==> src/sv/hash_set_linear_probe_core_macros.svh <==
// assertion macros for the hash set core
`ifndef HASH_SET_LINEAR_PROBE_CORE_MACROS_SVH
`define HASH_SET_LINEAR_PROBE_CORE_MACROS_SVH

`define HSLP_ASSERT_IMPL(label, clk, rst_n, a, c, msg) \
    label: assert property (@(posedge clk) disable iff (!rst_n) (a) |-> (c)) else $error(msg);

`define HSLP_ASSERT_NEXT(label, clk, rst_n, a, c, msg) \
    label: assert property (@(posedge clk) disable iff (!rst_n) (a) |=> (c)) else $error(msg);

`endif

==> src/sv/hslp_pkg.sv <==
`default_nettype none
package hslp_pkg;
    localparam int SLOTS = 256;
    localparam int IDX_W = $clog2(SLOTS);
    localparam int CNT_W = IDX_W + 1;

    localparam logic [2:0] TAG_EMPTY = 3'd0;
    localparam logic [2:0] TAG_TOMB  = 3'd1;
    localparam logic [2:0] TAG_LIVE0 = 3'd2;

    localparam logic [1:0] REQ_ADD    = 2'd0;
    localparam logic [1:0] REQ_REMOVE = 2'd1;

    localparam logic [2:0] ST_INSERTED    = 3'd0;
    localparam logic [2:0] ST_PRESENT_ADD = 3'd1;
    localparam logic [2:0] ST_REMOVED     = 3'd2;
    localparam logic [2:0] ST_ABSENT      = 3'd3;
    localparam logic [2:0] ST_PRESENT     = 3'd4;
    localparam logic [2:0] ST_FULL        = 3'd5;

    localparam logic [31:0] FNV_OFFSET = 32'd2166136261;
    localparam logic [31:0] FNV_PRIME  = 32'd16777619;
    localparam logic [31:0] NAN_HASH   = 32'h7FC00000;

    typedef struct packed {
        logic [1:0]  req_type;
        logic [1:0]  key_kind;
        logic [63:0] key_value;
    } t_req;

    typedef struct packed {
        logic [2:0] status;
        logic [8:0] entry_count;
        logic [7:0] slot_index;
    } t_rsp;

    typedef enum logic [2:0] {
        S_CLEAR, S_IDLE, S_HASH, S_READ, S_PROBE, S_DONE
    } t_state;

    typedef struct packed {
        logic clear_step;
        logic load;
        logic hash_step;
        logic issue_read;
        logic probe_step;
        logic finish;
    } t_cmd;

    typedef struct packed {
        logic clear_last;
        logic hash_last;
        logic probe_end;
    } t_sts;
endpackage
`default_nettype wire

==> src/sv/hslp_ctrl.sv <==
`default_nettype none
module hslp_ctrl (
    input  wire logic          i_clk,
    input  wire logic          i_rst_n,
    input  wire logic          i_start,
    input  hslp_pkg::t_sts     i_sts,
    output hslp_pkg::t_cmd     o_cmd,
    output logic               o_busy,
    output logic               o_idle
);
    import hslp_pkg::*;
    t_state r_state, n_state;

    always_ff @(posedge i_clk) begin
        if (!i_rst_n) r_state <= S_CLEAR;
        else          r_state <= n_state;
    end

    always_comb begin
        n_state = r_state;
        case (r_state)
            S_CLEAR: if (i_sts.clear_last) n_state = S_IDLE;
            S_IDLE:  if (i_start) n_state = S_HASH;
            S_HASH:  if (i_sts.hash_last) n_state = S_READ;
            S_READ:  n_state = S_PROBE;
            S_PROBE: n_state = i_sts.probe_end ? S_DONE : S_READ;
            S_DONE:  n_state = S_IDLE;
            default: n_state = S_IDLE;
        endcase
    end

    always_comb begin
        o_cmd  = '0;
        o_busy = 1'b1;
        o_idle = 1'b0;
        case (r_state)
            S_CLEAR: o_cmd.clear_step = 1'b1;
            S_IDLE: begin
                o_busy = 1'b0;
                o_idle = 1'b1;
                o_cmd.load = i_start;
            end
            S_HASH:  o_cmd.hash_step = 1'b1;
            S_READ:  o_cmd.issue_read = 1'b1;
            S_PROBE: o_cmd.probe_step = 1'b1;
            S_DONE:  o_cmd.finish = 1'b1;
            default: o_busy = 1'b1;
        endcase
    end
endmodule
`default_nettype wire

==> config.mk <==
export PLATFORM = sky130hd
export DESIGN_NAME = hslp_ctrl
export DESIGN_NICKNAME = d
export VERILOG_FILES = /design/src/sv/hash_set_linear_probe_core_macros.svh /design/src/sv/hslp_pkg.sv /design/src/sv/hslp_ctrl.sv
export SDC_FILE = /design/constraint.sdc
export NUM_CORES = 1
export LEC_CHECK = 0
export BUFFER_PORTS_ARGS = -buffer_cell sky130_fd_sc_hd__buf_2
export CAP_MARGIN = 20
export CORE_AREA = 2 2 39 41
export CTS_CLUSTER_DIAMETER = 50
export DETAILED_ROUTE_END_ITERATION = 7
export DIE_AREA = 0 0 41 43
export MAX_ROUTING_LAYER = met4
export PLACE_DENSITY = 0.35
export SLEW_MARGIN = 20
export SYNTH_ARGS = -nofsm -noshare
export SYNTH_HDL_FRONTEND = slang
export SYNTH_SLANG_ARGS = --single-unit
export TNS_END_PERCENT = 1
==> constraint.sdc <==
create_clock -name i_clk -period 1.1 [get_ports i_clk]
set_input_delay 0.055 -clock i_clk [delete_from_list [all_inputs] [get_ports i_clk]]
set_output_delay 0.055 -clock i_clk [all_outputs]
set_load 0.1 [all_outputs]
* Word level (Yosys, flattened, before mapping)
Cells that the tools add are included.
** Storage, ports and cells
- Memories :: 0
- Flip-flop bits (word level) :: 3
- Input port bits :: 6
- Word-level logic and storage cells :: 24
- Bits in read-only memories :: 0
- RAM bits :: 0
- Latch bits :: 0
** Operators by class
- Add/sub/neg operators :: 0
- Div/mod/pow operators :: 0
- Bitwise logic cells :: 0
- Multiply operators :: 0
- Shift-type cells :: 0
- Order comparisons :: 0
- Equal/unequal tests :: 8
- Multiplexer cells :: 13
- Reduce and logical (&&, ||, !) cells :: 2
** Operators with widths (count)
- $pmux 3 s5 :: 1
- $mux 3 :: 4
- $mux 1 :: 8
- $eq 3x2->1 const B :: 2
- $eq 3x3->1 const B :: 2
- $ne 2x2->1 const B :: 3
- $eq 3x1->1 const B :: 1
- $logic_not 3->1 :: 1
- $reduce_and 3->1 :: 1

* Longest topological paths before layout
Gate-level depths: netlist of run 1.
- Depth in word-level cells :: 3
- Gate-level depth with buffers :: 3
- Mapped depth without buffers :: 2

* Worst setup path before layout of run 1
No wires, ideal clock.
- Path kind :: register to output
- Start point :: register r_state[2]
- End point :: output o_busy
- Stages on the path, launching flop included :: 4
- Path buffers :: 1
- Path slack :: -2.977 ns
- Arrival :: 4.022 ns
- Cells stage by stage :: dfxtp_1 > buf_4 > nor3b_1 > inv_1
** On the way
- Longest elaborated chain between the ends :: 2
** Ends and longest elaborated chain
- start, declared :: line hslp_ctrl.sv:12 : t_state r_state, n_state;
- start signal, assigned :: line hslp_ctrl.sv:16 : else r_state <= n_state;
- $eq 3x1->1 :: line hslp_ctrl.sv:36 : case (r_state)
- $mux 1 :: line hslp_ctrl.sv:36
- end, declared :: line hslp_ctrl.sv:8 : output logic o_busy,
Every way passes these cells.

==> results_dict.tcl, run 1 <==
set metrics [dict create \
    path_clk_slew_ns 0.04 \
    fin_crit_ns 1.23 \
    rsz0062_at_grt "true" \
    power_frac_seq 0.168 \
    combPwrFrac 0.601 \
    fin_area_um2 536 \
    fin_setup_tns_ns -0.740 \
    synth_top_cell_by_area "dfxtp_1" \
    syn_inst 26 \
    ff_latch_area_um2 68.8 \
    largest_register_ff_count 3 \
    ys_top_cells_by_area "dfxtp_1 (27%), nor3b_1 (6.8%), and4bb_2 (5.7%)" \
    synth_warnings 0 \
    die_area_mm2 0.00176 \
    setup_viol 9 \
    area_growth_pct 143 \
    fmaxAchievable_ghz 0.813 \
    worstSetupEndpointType "output pin" \
    stdcell_count 61 \
    powerDensity_mw_per_mm2 1530 \
    arrival_ns 1.17 \
    multiInputGateArea_um2 188 \
    p_clk_frac 0.231 \
    drive_gt1_frac 0.756 \
    yosysUniqueCellTypes 20 \
    cts_sinks 3 \
    drc_errors 0 \
    via_count 255 \
    start_util 0.159 \
    top_regs "r_state x3" \
    utilization 0.387 \
    grt_pass1_vias 257 \
    cts_tree "yes" \
    skew_ns 0.000629 \
    io_pins 14 \
    r2r_cells 2 \
    cap_viol_max_count 0 \
    antenna_left 0 \
    peakVddDrop_v 0.000788 \
    worst_pin_slew_ns 0.202 \
    cts_root_buffer "clkbuf_4" \
    ys_seq_area_frac 0.273 \
    top_register "r_state" \
    setup_ws_ns -0.130 \
    reg2reg_to "r_state[0]" \
    diodes 0 \
    final-max-slew-violation-count 0 \
    gp_congestion 0.679 \
    clk_latency_ns 0.23 \
    finalHoldViolations 0 \
    postSynthAreaPerCell_um2 8.47 \
    dieWidth_um 41 \
    cts_hold_buf 0 \
    crit_path_start "r_state[2]" \
    drt-vias-per-instance 4.18 \
    wire_per_inst_um 9.11 \
    p_int_mw 0.450 \
    track_usage 0.0884 \
    critPathLaunchType "register" \
    clock_path_buffers 2 \
    grt.overflow.total 0 \
    crit_end "o_cmd[2]" \
    rows 14 \
    swShare 0.453 \
    first_iter_violations 2 \
    synthDominantCellAreaShare 0.273 \
    failed_checks "negative setup slack" \
    dieHeight_um 43 \
    placed_cells 56 \
    crit_fanout 6 \
    grt_pass1_wl_um 993 \
    syn_nets 32 \
    reg2reg_from "r_state[1]" \
    run_status "complete, but fails checks" \
    dp_worst_setup_slack_ns -0.0500 \
    leakagePower_nw 0.222 \
    dr.pass1.iters 2 \
    relSlewSlack 0.866 \
    timing.final.crit_share 1.12 \
    hold_path.class "input port to register" \
    n_fill_cell 139 \
    grt_antenna_before_repair 0 \
    cp.required_ns 1.04 \
    netlist_area_um2 220 \
    cts_max_level 1 \
    placed_area_um2 439 \
    grt_max_degree 10 \
    io_buffer_count 13 \
    netSwitchingPower_mw 0.372 \
    nets 52 \
    numCtsBuffers 3 \
    core_mm2 0.00138 \
    r2r_slack_ns 0 \
    ys_ff_latch 3 \
    drt_wl_total_um 556 \
    critPathKind "register to output pin" \
]
## worst max-delay path: stages, from the launching register on
cell and delay (ns):
dfxtp_4 0.37, buf_4 0.14, and3b_2 0.26, buf_12 0.18
## per-layer routing
metal  vias up  share of wire  track usage  routed length [um]
met5         -              0            -                   0
met4         0              0       0.0600                   0
met3         0          0.068       0.0471                  38
met2         8           0.57        0.144                 319
met1       115           0.36       0.0705                 198
li1        132              -            -                   -
## logic make-up after synthesis
group	synth area share
buf+inv	0.142
flops	0.273
simple gates	0.364
compound gates	0.222
## synth_stat cells
cell type	n
dfxtp_1	3
and4bb_2	1
o311a_1	1
o21ai_0	1
nor2_1	3
or4_1	1
and2_1	1
buf_4	1
buf_2	1
a211o_2	1
nor3_1	1
o2111a_1	1
inv_1	2
nor3b_1	2
a21oi_1	1
nand2b_1	1
and3b_2	1
nor2b_1	1
o21a_1	1
buf_6	1
## cell type report
class                      count  area share
timing repair buffer          18       0.421
multi-input combinational     18       0.350
inverter                       2      0.0140
sequential                     3       0.129
tap                           16      0.0374
clock buffer                   4      0.0491
## power by group through the flow
| stage | Clock, mW | Combinational, mW | Sequential [mW] |
|---|---|---|---|
| floorplan | 0 | 0.319 | 0.127 |
| global placement | 0 | 0.451 | 0.138 |
| detailed placement | 0 | 0.454 | 0.137 |
| CTS | 0.197 | 0.493 | 0.138 |
| global route | 0.216 | 0.514 | 0.140 |
| finish | 0.190 | 0.494 | 0.138 |
## through the flow
step	total power [mW]	hold slack, ns
2_1_floorplan	0.446	0.172
3_3_place_gp	0.589	0.310
3_5_place_dp	0.591	0.309
4_1_cts	0.829	0.0693
5_1_grt	0.870	0.0602
6_report	0.822	0.0705
## repair_timing
| action | CTS | global route |
|---|---|---|
| setup buffers | 0 | 1 |
| setup endpoints to repair | 9 | 9 |
| endpoints found under the hold margin | 0 | 0 |
| resized for setup | 17 | 1 |
| gates cloned | 0 | 0 |
| pin swaps | 4 | 3 |
## how the worst min path moves through the flow
stage	cells past startpoint	startpoint	slack, ns	to
floorplan	1	i_rst_n	0.17	r_state[2]
global placement	2	i_rst_n	0.31	r_state[2]
detailed placement	2	i_rst_n	0.31	r_state[2]
CTS	2	i_rst_n	0.07	r_state[2]
global route	2	i_rst_n	0.06	r_state[2]
finish	2	i_rst_n	0.07	r_state[2]
## layout by cell type, fill, tap and decap left out, types with 2 or more instances in the layout
| cell | synthesis | routed |
|---|---|---|
| buf_12 | 0 | 7 |
| buf_2 | 1 | 5 |
| buf_6 | 1 | 4 |
| clkbuf_4 | 0 | 3 |
| nor3b_4 | 0 | 2 |
| nor2_4 | 0 | 2 |
| inv_1 | 2 | 2 |
| buf_4 | 1 | 2 |
| dfxtp_4 | 0 | 2 |
No activity file was read; power rests on OpenSTA's default activity.
==> run 2: changes to the inputs <==
--- a/config.mk
+++ b/config.mk
@@ -8,6 +8,7 @@
 export BUFFER_PORTS_ARGS = -buffer_cell sky130_fd_sc_hd__buf_2
 export CAP_MARGIN = 20
 export CORE_AREA = 2 2 39 41
+export CTS_BUF_LIST = sky130_fd_sc_hd__clkbuf_8
 export CTS_CLUSTER_DIAMETER = 50
 export DETAILED_ROUTE_END_ITERATION = 7
 export DIE_AREA = 0 0 41 43
==> results_dict.tcl, run 2 (same netlist as run 1, synthesis figures left out) <==
set metrics [dict create \
    drt_wl_total_um 576 \
    crit_path_start "r_state[1]" \
    cts_hold_buf 0 \
    nets 51 \
    drc_errors 0 \
    hold_path.class "input port to register" \
    io_pins 14 \
    mostFrequentLayoutCell "buf_12" \
    dieHeight_um 43 \
    clock_path_buffers 2 \
    cts_sinks 3 \
    cts_root_buffer "clkbuf_8" \
    track_usage 0.0894 \
    worst_pin_slew_ns 0.202 \
    final_cell_mix "buf_12 (7), buf_2 (5), buf_6 (4)" \
    top_register "r_state" \
    cts_max_level 1 \
    grt_max_degree 10 \
    cp_cell_sequence "buf_6 > nand2b_4 > nor2_4 > buf_12" \
    grt_pass1_wl_mm 1.01 \
    critPathLaunchType "register" \
    via_count 262 \
    gp_congestion 0.679 \
    grt_antenna_before_repair 0 \
    utilization 0.395 \
    area_growth_pct 148 \
    finalHoldViolations 0 \
    finalPower_mw 0.939 \
    reg2reg_to "r_state[0]" \
    fmaxAchievable_ghz 0.836 \
    grt_pass1_vias 261 \
    critPathKind "register to output pin" \
    relSlewSlack 0.866 \
    arrival_ns 1.14 \
    crit_fanout 6 \
    timing.final.crit_share 1.09 \
    dieWidth_um 41 \
    cts_tree "yes" \
    io_buffer_count 13 \
    dr.pass1.iters 1 \
    final-max-slew-violation-count 0 \
    grt.overflow.total 0 \
    r2r_slack_ns 0.01 \
    largest_register_ff_count 3 \
    antenna_left 0 \
    die_area_mm2 0.00176 \
    crit_end "o_cmd[0]" \
    failed_checks "negative setup slack" \
    run_status "complete, but fails checks" \
    clk_latency_ns 0.21 \
    start_util 0.159 \
    core_mm2 0.00138 \
    peakVddDrop_v 0.000824 \
    drt-vias-per-instance 4.37 \
    rows 14 \
    cpMaxStageDelayCell "dfxtp_4" \
    reg2reg_from "r_state[1]" \
    diodes 0 \
    wire_per_inst_um 9.60 \
    drive_gt1_frac 0.750 \
    cap_viol_max_count 0 \
    first_iter_violations 0 \
    powerDensity_mw_per_mm2 1720 \
    fin_area_um2 547 \
    numCtsBuffers 3 \
    fin_crit_ns 1.20 \
    max_stage_delay_ns 0.35 \
    setup_ws_ns -0.0959 \
    r2r_cells 2 \
    skew_ns 0.00106 \
    postCtsSetupBuffers 0 \
    cp.required_ns 1.04 \
    leakagePower_nw 0.228 \
    setup_viol 7 \
    placed_area_um2 439 \
    worstSetupEndpointType "output pin" \
    path_clk_slew_ns 0.03 \
    top_regs "r_state x3" \
    rsz0062_at_grt "true" \
]
==> run 2: cell type report <==
type | count | area, um2
sequential | 3 | 68.8
fill | 136 | 837
timing repair buffer | 17 | 218
clock buffer | 3 | 41.3
multi-input combinational | 18 | 188
clock inverter | 1 | 3.75
inverter | 2 | 7.51
tap | 16 | 20.0
==> run 2: per-stage QoR <==
stage	instances	worst slack, ns	hold WS, ns	setup TNS [ns]
finish	60	-0.0959	0.0884	-0.549
global route	60	-0.160	0.0863	-1.01
CTS	60	-0.114	0.0872	-0.656
detailed placement	56	-0.0500	0.309	-0.122
global placement	56	-0.0591	0.310	-0.136
floorplan	26	-0.973	0.172	-5.19
==> run 2: worst min path at each step <==
stage               startpoint          to  slack (ns)  cells after the start
finish                 i_rst_n  r_state[2]        0.09                      2
global route           i_rst_n  r_state[2]        0.09                      2
CTS                    i_rst_n  r_state[2]        0.09                      2
detailed placement     i_rst_n  r_state[2]        0.31                      2
global placement       i_rst_n  r_state[2]        0.31                      2
floorplan              i_rst_n  r_state[2]        0.17                      1
==> run 2: report_power, final <==
part | internal [mW] | switching, mW | leakage (nW)
clock | 0.237 | 0.0701 | 0.0269
sequential | 0.121 | 0.0178 | 0.0264
combinational | 0.192 | 0.301 | 0.175
total | 0.550 | 0.388 | 0.228
==> run 2: repair_timing <==
item / CTS / global route
setup endpoints to repair: 9 / 9
pin swaps: 4 / 2
resized for setup: 17 / 1
==> run 2: critical path, delay by kind of cell, from the launching register on <==
family / cells / cell delay (ns)
flip-flops: 1 / 0.35
buffers and inverters: 2 / 0.31
AND/OR/NAND/NOR: 2 / 0.26
==> run 2: metal layers <==
metal	vias up	global-route usage	share of wire
met5	-	-	0
met4	0	0.0800	0.0069
met3	2	0.0314	0.069
met2	8	0.147	0.58
met1	122	0.0705	0.34
li1	130	-	-
==> run 3: changes to the inputs <==
--- a/config.mk
+++ b/config.mk
@@ -13,7 +13,7 @@
 export DETAILED_ROUTE_END_ITERATION = 7
 export DIE_AREA = 0 0 41 43
 export MAX_ROUTING_LAYER = met4
-export PLACE_DENSITY = 0.35
+export PLACE_DENSITY = 0.34
 export SLEW_MARGIN = 20
 export SYNTH_ARGS = -nofsm -noshare
 export SYNTH_HDL_FRONTEND = slang
==> constraint.sdc (replaced) <==
create_clock -name i_clk -period 1.32 [get_ports i_clk]
set_input_delay 0.066 -clock i_clk [delete_from_list [all_inputs] [get_ports i_clk]]
set_output_delay 0.066 -clock i_clk [all_outputs]
set_load 0.1 [all_outputs]
==> results_dict.tcl, run 3 (same netlist as run 1, synthesis figures left out) <==
set metrics [dict create \
    leakagePower_nw 0.209 \
    crit_path_start "r_state[1]" \
    r2r_slack_ns 0.19 \
    grt_max_degree 11 \
    critPathKind "register to output pin" \
    clk_latency_ns 0.21 \
    dr.pass1.iters 3 \
    worstHoldEndpoint "r_state[0]" \
    arrival_ns 1.15 \
    diodes 0 \
    nets 49 \
    postCtsSetupBuffers 0 \
    clock_path_buffers 2 \
    cap_viol_max_count 0 \
    fmaxAchievable_ghz 0.822 \
    hold_path_depth 2 \
    antenna_left 0 \
    critical-path-top-delay-family "simple AND/OR/NAND/NOR gates" \
    track_usage 0.0761 \
    cts_root_buffer "clkbuf_8" \
    hpwl_um 439 \
    cts_sinks 3 \
    timing.final.crit_share 0.922 \
    dieWidth_um 41 \
    r2r_cells 2 \
    drt-vias-per-instance 4.07 \
    io_buffer_count 13 \
    cpMaxStageDelayCell "dfxtp_2" \
    worstSetupEndpointType "output pin" \
    grt_pass1_wl_um 862 \
    hold_path.class "input port to register" \
    start_util 0.159 \
    max_stage_delay_ns 0.36 \
    final-max-slew-violation-count 0 \
    cp.required_ns 1.25 \
    reg2reg_from "r_state[1]" \
    mostFrequentLayoutCell "buf_12" \
    fin_crit_ns 1.22 \
    skew_ns 0.00129 \
    cp_cell_sequence "nor3b_4 > and2_2 > buf_12" \
    peakVddDrop_v 0.000447 \
    utilization 0.347 \
    drc_errors 0 \
    top_regs "r_state x3" \
    numCtsBuffers 3 \
    drive_gt1_frac 0.714 \
    top_register "r_state" \
    crit_fanout 10 \
    die_area_mm2 0.00176 \
    n_fill_cell 153 \
    rows 14 \
    first_iter_violations 5 \
    min-delay-start "i_rst_n" \
    area_growth_pct 118 \
    finalHoldViolations 0 \
    grt_antenna_before_repair 0 \
    final_cell_mix "buf_12 (7), buf_2 (5)" \
    grt_pass1_vias 218 \
    wire_per_inst_um 9.26 \
    path_clk_slew_ns 0.03 \
    drt_wl_total_um 537 \
    largest_register_ff_count 3 \
    dieHeight_um 43 \
    grt.overflow.total 0 \
    path_buf_inv 1 \
    critPathLaunchType "register" \
    fin_setup_tns_ns 0 \
    reg2reg_to "r_state[0]" \
    setup_viol 0 \
    core_mm2 0.00138 \
    relSlewSlack 0.816 \
    worst_pin_slew_ns 0.278 \
    cts_hold_buf 0 \
    run_status "complete, no violations" \
    powerDensity_mw_per_mm2 1550 \
    rsz0062_at_grt "false" \
    via_count 236 \
    cts_tree "yes" \
    gp_congestion 0.776 \
    cts_max_level 1 \
    io_pins 14 \
]
[run 3: cell types whose count changed in the layout (fill, tap and decap cells not counted), sizes merged]
| cell | change |
|---|---|
| buf | -2 |
[run 3: worst reg2reg max path, delay by kind of cell, from the launching register on]
family / cells / cell delay, ns
compound gates: 1 / 0.13
simple gates: 1 / 0.53
flops: 1 / 0.36
[run 3: power by group]
part	internal [mW]	switching [mW]
Sequential	0.102	0.0182
Clock	0.198	0.0574
Combinational	0.135	0.234
Total	0.435	0.310
[run 3: layout make-up]
| class | count | area [um2] | area share |
|---|---|---|---|
| well taps | 16 | 20.0 | 0.0417 |
| flip-flops and latches | 3 | 63.8 | 0.133 |
| clock buffers | 3 | 41.3 | 0.0859 |
| clock inverters | 1 | 3.75 | 0.00781 |
| inverters | 2 | 7.51 | 0.0156 |
| multi-input cells | 18 | 156 | 0.326 |
| repair buffers | 15 | 188 | 0.391 |
[run 3: layer usage]
metal,up-vias,global-route usage,routed length (um)
met5,-,-,0
met4,0,0.0600,0
met3,0,0.0314,26
met2,5,0.106,299
li1,123,-,-
met1,108,0.0801,211
[run 3: worst max-delay path by stage]
stage,end,slack (ns),depth (start not counted)
after detailed placement,r_state[0],0.14,2
after floorplan,o_busy,-0.76,3
final,o_cmd[4],0.10,3
after global routing,o_cmd[4],0.03,3
after CTS,o_cmd[3],0.02,2
after global placement,r_state[0],0.15,2
[run 3: what timing repair did]
item / CTS / global route
endpoints found under the setup margin: 3 / 4
cloned: 0 / 0
resized for setup: 2 / 4
[run 3: stage by stage]
step	total power, mW	instance area, um2	hold slack (ns)	setup slack [ns]	instances
2_1_floorplan	0.371	243	0.183	-0.764	26
3_5_place_dp	0.486	424	0.330	0.142	54
6_report	0.745	480	0.104	0.103	58
4_1_cts	0.753	473	0.108	0.0179	58
5_1_grt	0.781	480	0.106	0.0275	58
3_3_place_gp	0.485	424	0.330	0.152	54
